==> config.mk <==
export PLATFORM = sky130hd
export DESIGN_NAME = scai_delay
export DESIGN_NICKNAME = d
export VERILOG_FILES = /design/src/hw/rtl/scai_delay.sv
export SDC_FILE = /design/constraint.sdc
export NUM_CORES = 1
export LEC_CHECK = 0
export ABC_AREA = 1
export BUFFER_PORTS_ARGS = -buffer_cell sky130_fd_sc_hd__buf_2
export CAP_MARGIN = 5
export CELL_PAD_IN_SITES_DETAIL_PLACEMENT = 1
export CELL_PAD_IN_SITES_GLOBAL_PLACEMENT = 1
export CORE_MARGIN = 3
export CORE_UTILIZATION = 35
export DETAILED_ROUTE_END_ITERATION = 8
export GPL_ROUTABILITY_DRIVEN = 1
export PLACE_DENSITY = 0.79
export SLEW_MARGIN = 10
export SYNTH_ARGS = -nofsm -noshare
export SYNTH_HDL_FRONTEND = slang
export SYNTH_SLANG_ARGS = --single-unit
==> constraint.sdc <==
create_clock -name clk -period 0.8 [get_ports clk]
set_input_delay 0.16 -clock clk [delete_from_list [all_inputs] [get_ports clk]]
set_output_delay 0.16 -clock clk [all_outputs]
set_load 0.005 [all_outputs]
==> src/hw/rtl/scai_delay.sv <==
// delay line carrying a valid bit and a side word alongside the datapath
// no dependencies
module scai_delay #(
	parameter int W     = 8,
	parameter int DEPTH = 4
) (
	input  logic         clk,
	input  logic         arst_n,
	input  logic         in_valid,
	input  logic [W-1:0] in_data,
	output logic         out_valid,
	output logic [W-1:0] out_data
);

	logic         valid_q [DEPTH];
	logic [W-1:0] data_q  [DEPTH];

	always_ff @(posedge clk or negedge arst_n) begin
		if (!arst_n) begin
			for (int i = 0; i < DEPTH; i++) valid_q[i] <= 1'b0;
		end else begin
			valid_q[0] <= in_valid;
			for (int i = 1; i < DEPTH; i++) valid_q[i] <= valid_q[i-1];
		end
	end

	always_ff @(posedge clk) begin
		data_q[0] <= in_data;
		for (int i = 1; i < DEPTH; i++) data_q[i] <= data_q[i-1];
	end

	assign out_valid = valid_q[DEPTH-1];
	assign out_data  = data_q[DEPTH-1];

endmodule

**Word-level counts from Yosys, hierarchy flattened**

Memory sizes are Yosys's and may differ from the RTL's.
Cells that the tools add are included.
Widths: inputs -> output; s select.

- Register bits after elaboration: 4
- Memory bits (writable): 32
- Bits of input ports: 11
- Memories: 1

Memories:

| memory | words | bits a word | read ports | clocked after Yosys merged registers in | write ports | RTL line | source |
|---|---|---|---|---|---|---|---|
| data_q | 4 | 8 | 4 | 0 | 4 | 16 | `logic [W-1:0] data_q [DEPTH];` |

**Longest topological paths before layout**

Gate-level depths: netlist of the first run.

- Word-level depth: 0
- Depth in mapped cells: 0
- Gate-level depth less buffers: 0

**Worst setup path after synthesis of the first run**

OpenSTA, ideal clock, no wires.

- Kind: reg-to-output
- Start: register valid_q, in the netlist out_valid
- End: output out_valid
- Arrival time: 0.349 ns
- Required time: 0.640 ns
- Setup slack: 0.291 ns
- Stages on the path, launching flop included: 1
- Buffers on the path: 0
- Path through: dfrtp_1

RTL lines:

| item | RTL line | source |
|---|---|---|
| start, declared | 15 | `logic valid_q [DEPTH];` |
| end, declared | 11 | `output logic out_valid,` |

No word-level cell between the ends.

**Final worst setup path of the first run**

- Start: register valid_q, in the netlist out_valid
- End: output out_valid

No word-level cell between the ends.

==> results.txt, run 1 <==
----------------------------------------------------
[Min path]
  Min-Delay Path Class ... in -> async

[Layout]
  Final net count ... 83
  Count of antenna diodes in the layout ... 0
  Multi-input gate area ... 0 sq um
  Layout multi-input combinational cell count ... 0
  Sequential standard cell area ... 743.2 sq um
  Fill cell total of the finished layout ... 181
  Share of final-layout standard cells stronger than drive strength 1 ... 38.36%
  Layout overhead on the synthesized area ... 42.23%

[Timing]
  Final setup violation count ... 9
  Least setup slack across all paths after layout ... -0.1632 ns
  Slew @ Worst Pin ... 0.09387 ns
  Final worst path period share ... 120.4%
  Endpoints failing hold ... 0
  Post-Route Hold Slack ... 0.1709 ns
  Slew margin rel. ... 93.74%
  Unrepaired setup endpoints after global routing ... true
  Largest clock skew in the final design ... 0.003847 ns
  Achievable Freq ... 1.038 GHz
  Shortest clock period the worst path allows after layout ... 0.9632 ns
  Number of pins with negative max-slew slack in the final report ... 0

[Worst setup path]
  Element type at the critical path start ... register
  Worst Setup SP ... out_valid
  Worst path cell trace ... buf_2
  Number of cells on the worst reg-to-reg path ... 0
  Crit-path leading delay family ... flip-flops
  Required time of the critical path ... 0.64 ns
  Delay of the slowest critical-path stage ... 0.37 ns
  Launching point of the worst reg2reg path ... valid_q[2]
  Critical Path End ... out_valid
  Max stage delay cell, worst path ... sky130_fd_sc_hd__dfrtp_1
  Endpoint type of the worst setup path ... output pin
  Arrival time of the worst setup path ... 0.80 ns
  Number of gates on the worst path with buffers counted ... 1
  Worst Setup Path Type ... reg -> out
  Crit path buf inv count ... 1
  R2R Setup Slk ... 0.32 ns
  Endpoint of the worst register-to-register path ... valid_q[1]
  Maximum fanout encountered on the critical timing path ... 1

[Floorplanning]
  Area inside the core boundary ... 0.001982 sq mm
  Placement Rows ... 16
  Initial core utilization ... 37.37%
  Die span in y ... 52.01 um
  I/O Pins ... 20
  Die Footprint ... 0.002705 sq mm
  Chip width ... 52.01 um

[Synth]
  Largest area contributor in the synthesized netlist ... sky130_fd_sc_hd__dfxtp_1
  Number of cells produced by synthesis ... 36
  Post-Synthesis Net Count ... 47
  Proportion of netlist area held by the largest area contributor ... 86.49%
  Cell with the most instances after synthesis ... sky130_fd_sc_hd__dfxtp_1
  Count of distinct cell types in the synthesized netlist ... 2
  Largest cells by area after synthesis ... sky130_fd_sc_hd__dfxtp_1, sky130_fd_sc_hd__dfrtp_1
  Number of warning messages in the yosys log ... 0
  Mean Syn Cell Area ... 20.58 sq um
  Mapped Area ... 740.7 sq um
  Most common library cells after synthesis ... sky130_fd_sc_hd__dfxtp_1, sky130_fd_sc_hd__dfrtp_1
  Async SR Flop Fraction ... 11.11%
  Number of flops mapped to enable cells by yosys ... 0
  Most instantiated flip-flop cell in the synthesis netlist ... sky130_fd_sc_hd__dfxtp_1
  Portion of the post-synthesis area used by sequential elements ... 100.0%
  Number of synthesized register bits ... 36

[Clock network]
  TritonCTS clock tree ... done
  H-tree depth reported by CTS ... 2
  Clock latency reported for the late side of the worst-skew pair ... 0.32 ns
  Clock root cell ... sky130_fd_sc_hd__clkbuf_4
  Clock transition at the registers of the reported paths ... 0.09 ns
  Number of sinks on the clock net ... 36
  Number of buffers added by the clock tree synthesis step ... 5
  Max clock buf depth ... 2

[GRT]
  Vias in the first global route ... 392
  Wire length of the first global-routing pass ... 1642 um
  Pin count of the biggest net entering global routing ... 12
  Aggregate global routing overflow ... 0
  Antenna violations before repair ... 0
  Total track usage ... 10.18%

[Pwr]
  Final total power ... 3.034 mW
  Leakage power ... 0.4760 nW
  Power per cell area ... 2880 mW/mm^2
  VDD IR-drop max ... 1826 uV

[Drt]
  Total iterations of the first detailed-routing run ... 2
  Average wire per standard cell ... 9.550 um
  Number of nets still failing antenna checks after routing ... 0
  Vias per std cell ... 3.770
  DRT iter0 DRCs ... 1
  Routed wire length ... 955 um
  Total vias in the final route ... 377
  Post-route DRC ... 0

[Status]
  Status ... finished, violations left
  Violated checks ... negative setup slack

[Place]
  I/O Buffers ... 19
  Routability congestion estimate from global placement ... 0.5315
  Placement Setup Slack ... 0.1815 ns

[Job]
  Total of max-cap violations ... 0

----------------------------------------------------
## sequential cells by signal, indices dropped and copies added (netlist names)
name and flops:
out_valid 1, valid_q 3, data_q 32
## cell usage in the layout (no fill, tap or decap)
cell | netlist | final
sky130_fd_sc_hd__dfxtp_1 | 32 | 30
sky130_fd_sc_hd__clkbuf_1 | 0 | 1
sky130_fd_sc_hd__dlygate4sd3_1 | 0 | 10
sky130_fd_sc_hd__dfxtp_2 | 0 | 2
sky130_fd_sc_hd__buf_2 | 0 | 17
sky130_fd_sc_hd__buf_6 | 0 | 2
sky130_fd_sc_hd__dfrtp_1 | 4 | 4
sky130_fd_sc_hd__clkbuf_4 | 0 | 5
sky130_fd_sc_hd__clkbuf_8 | 0 | 2
## repair_timing
| action | CTS | global route |
|---|---|---|
| endpoints found under the hold margin | 13 | 0 |
| resized for setup | 0 | 4 |
| endpoints found under the setup margin | 9 | 9 |
| setup buffers | 0 | 0 |
| pin swaps | 0 | 0 |
| hold buffers | 10 | 0 |
## logic make-up after synthesis
logic type  after synthesis  share of synthesized area (%)
DFF                      36                          100.0
## worst min-delay path by stage
stage / end / from / cells past startpoint
finish: valid_q[2] / arst_n / 2
global route: valid_q[2] / arst_n / 2
CTS: valid_q[2] / arst_n / 2
global placement: out_valid / arst_n / 1
detailed placement: out_valid / arst_n / 1
floorplan: out_valid / arst_n / 0
## final cells by class
class	count	share of cell area [%]
well taps	27	3.207
repair buffers	29	19.71
clock buffers	8	6.532
flip-flops and latches	36	70.55
## layer usage
layer	vias up	track usage [%]	wire [um]
li1	182	-	-
met1	176	7.551	322
met4	0	11.79	24
met5	-	0	0
met3	2	8.596	102
met2	17	14.44	505
## per-stage QoR
stage          TNS [ns]  std cells  util [%]  instance area (sq um)
3_5_place_dp          0         82     43.88                  869.6
5_1_grt          -1.538        100     53.16                   1054
6_report        -0.9932        100     53.16                   1054
2_1_floorplan         0         36         -                  740.7
4_1_cts          -1.274        100     52.40                   1039
3_3_place_gp          0         82     43.88                  869.6
## power breakdown
group          internal (mW)  leakage, nW  switching, mW
logic                 0.0693        0.121         0.0248
clock network          0.517       0.0386          0.510
registers               1.89        0.317         0.0222
Note: power is estimated with default switching activity, not from simulation.
==> run 2: changes to the inputs <==
--- a/config.mk
+++ b/config.mk
@@ -10,7 +10,7 @@
 export CAP_MARGIN = 5
 export CELL_PAD_IN_SITES_DETAIL_PLACEMENT = 1
 export CELL_PAD_IN_SITES_GLOBAL_PLACEMENT = 1
-export CORE_MARGIN = 3
+export CORE_MARGIN = 4
 export CORE_UTILIZATION = 35
 export DETAILED_ROUTE_END_ITERATION = 8
 export GPL_ROUTABILITY_DRIVEN = 1
==> results.txt, run 2 (synthesis results as in run 1) <==
----------------------------------------------------
[Status]
  Status ... finished, violations left
  Violated checks ... negative setup slack

[Worst setup path]
  Worst path cell trace ... buf_2
  Max stage delay cell, worst path ... sky130_fd_sc_hd__dfrtp_1
  Arrival time of the worst setup path ... 0.79 ns (about the same)
  Worst Setup SP ... out_valid
  Maximum fanout encountered on the critical timing path ... 1 (unchanged)
  Delay of the slowest critical-path stage ... 0.37 ns (about the same)
  Element type at the critical path start ... register
  Worst Setup Path Type ... reg -> out
  Endpoint type of the worst setup path ... output pin
  Crit-path leading delay family ... flip-flops
  Crit path buf inv count ... 1 (unchanged)
  Launching point of the worst reg2reg path ... valid_q[1]
  Required time of the critical path ... 0.64 ns (about the same)

[Clock network]
  Max clock buf depth ... 2 (unchanged)
  Clock transition at the registers of the reported paths ... 0.09 ns (about the same)
  Number of buffers added by the clock tree synthesis step ... 5 (unchanged)
  H-tree depth reported by CTS ... 2 (unchanged)
  Post-CTS Resized ... 0 (unchanged)
  TritonCTS clock tree ... done
  Number of sinks on the clock net ... 36 (unchanged)
  Clock latency reported for the late side of the worst-skew pair ... 0.31 ns (about the same)
  Clock root cell ... sky130_fd_sc_hd__clkbuf_4

[Floorplanning]
  Initial core utilization ... 37.37% (unchanged)
  Die span in y ... 54.01 um (+3.8%)
  Die Footprint ... 0.002917 sq mm (+7.8%)
  Area inside the core boundary ... 0.001982 sq mm (unchanged)
  I/O Pins ... 20 (unchanged)
  Chip width ... 54.01 um (+3.8%)
  Placement Rows ... 16 (unchanged)

[Drt]
  Number of nets still failing antenna checks after routing ... 0 (unchanged)
  Average wire per standard cell ... 8.890 um (-6.9%)
  DRT iter0 DRCs ... 10 (+9)
  Post-route DRC ... 0 (unchanged)
  Total vias in the final route ... 366 (-2.9%)
  Total iterations of the first detailed-routing run ... 2 (unchanged)
  Vias per std cell ... 3.660 (-2.9%)
  Routed wire length ... 889 um (-6.9%)

[Place]
  I/O Buffers ... 19 (unchanged)
  Placement Setup Slack ... 0.1816 ns (+0.00008700 ns)
  Routability congestion estimate from global placement ... 0.5873 (+10%)

[Pwr]
  Sw frac ... 18.30% (-0.051 points)
  VDD IR-drop max ... 1428 uV (-22%)
  Power per cell area ... 2919 mW/mm^2 (+1.4%)
  Total internal power ... 2.482 mW (+0.22%)
  Clock group share of total power ... 34.3% (+0.5 points)
  Switch Pwr ... 556.1 uW (-0.12%)
  Gate power share ... 2.9% (-0.2 points)
  Sequential Power Share ... 62.8% (-0.3 points)
  Leakage power ... 0.4736 nW (-0.50%)
  Final total power ... 3.038 mW (+0.16%)

[Timing]
  Shortest clock period the worst path allows after layout ... 0.9463 ns (-0.01694 ns)
  Slew margin rel. ... 93.24% (-0.50 points)
  Final worst path period share ... 118.3% (-2.1 points)
  Slew @ Worst Pin ... 0.1014 ns (+0.007558 ns)
  Final setup violation count ... 9 (unchanged)
  Least setup slack across all paths after layout ... -0.1463 ns (+0.01694 ns)
  Endpoints failing hold ... 0 (unchanged)
  Post-Route Hold Slack ... 0.2040 ns (+0.03316 ns)
  Unrepaired setup endpoints after global routing ... true
  Number of pins with negative max-slew slack in the final report ... 0 (unchanged)
  Setup TNS ... -0.8268 ns (+0.1664 ns)
  Achievable Freq ... 1.057 GHz (+1.8%)
  Largest clock skew in the final design ... 0.008937 ns (+0.005090 ns)

[Layout]
  Commonest non-fill, non-tap cells in the layout ... sky130_fd_sc_hd__dfxtp_1, sky130_fd_sc_hd__buf_2, sky130_fd_sc_hd__dlygate4sd3_1, sky130_fd_sc_hd__clkbuf_4, sky130_fd_sc_hd__dfrtp_1
  Flip-flop count of the largest register, all copies and words added ... 32 (unchanged)
  Largest reg by FF count ... data_q
  Layout overhead on the synthesized area ... 40.54%
  Layout multi-input combinational cell count ... 0 (unchanged)
  Share of final-layout standard cells stronger than drive strength 1 ... 35.62% (-2.7 points)
  Final net count ... 83 (unchanged)
  Multi-input gate area ... 0 sq um (unchanged)
  Fill cell total of the finished layout ... 192 (+6.1%)
  Share of the core filled with cells ... 52.53% (-0.63 points)
  Most common cell after layout, fill and taps aside ... sky130_fd_sc_hd__dfxtp_1
  Count of antenna diodes in the layout ... 0 (unchanged)

[GRT]
  Aggregate global routing overflow ... 0 (unchanged)
  Wire length of the first global-routing pass ... 1380 um (-16%)
  Vias in the first global route ... 340 (-13%)
  Antenna violations before repair ... 0 (unchanged)
  Total track usage ... 8.028% (-2.1 points)
  Pin count of the biggest net entering global routing ... 12 (unchanged)

[Min path]
  Min-Delay Path Class ... in -> async

[Job]
  Total of max-cap violations ... 0 (unchanged)

----------------------------------------------------
[run 2: metrics by stage]
step,instance area (sq um),instances
final,1041,100
after global routing,1041,100
after CTS,1041,100
after detailed placement,869.6,82
after global placement,869.6,82
after floorplan,740.7,36
[run 2: layout make-up]
cell class	instances	area (sq um)	area share [%]
Timing Repair Buffer	29	195.2	18.75
Tap cell	27	33.78	3.245
Sequential cell	36	740.7	71.15
Clock buffer	7	66.31	6.370
Clock inverter	1	5.005	0.4808
[run 2: repair_timing]
action                     4_1_cts  5_1_grt
setup endpoints to repair        9        9
hold buffers                    10        0
cloned                           0        0
hold endpoints to repair        13        0
setup buffers                    0        0
[run 2: final timing paths]
check / slack [ns] / depth (start not counted) / end
max: -0.15 / 1 / out_valid
min: 0.20 / 2 / out_valid
max reg2reg: 0.32 / 0 / out_valid
min reg2reg: 0.33 / 0 / data_q[2][1]
max in group asynchronous: 0.48 / 2 / valid_q[2]
min in group clk: 0.33 / 0 / data_q[2][1]
[run 2: power by group through the flow]
stage / sequential [mW] / clock (mW) / combinational (mW)
floorplan: 1.95 / 0 / 0
global placement: 1.95 / 0 / 0.0510
detailed placement: 1.95 / 0 / 0.0522
CTS: 1.91 / 1.10 / 0.0888
global route: 1.92 / 1.20 / 0.0981
finish: 1.91 / 1.04 / 0.0881
[run 2: layer usage]
layer | wire, um | vias to the layer above | track usage [%] | part of all wire (%)
li1 | - | 180 | - | -
met1 | 326 | 170 | 6.108 | 37
met2 | 453 | 14 | 12.30 | 51
met3 | 92 | 2 | 7.479 | 10
met4 | 17 | 0 | 6.224 | 1.9
met5 | 0 | - | 0 | 0
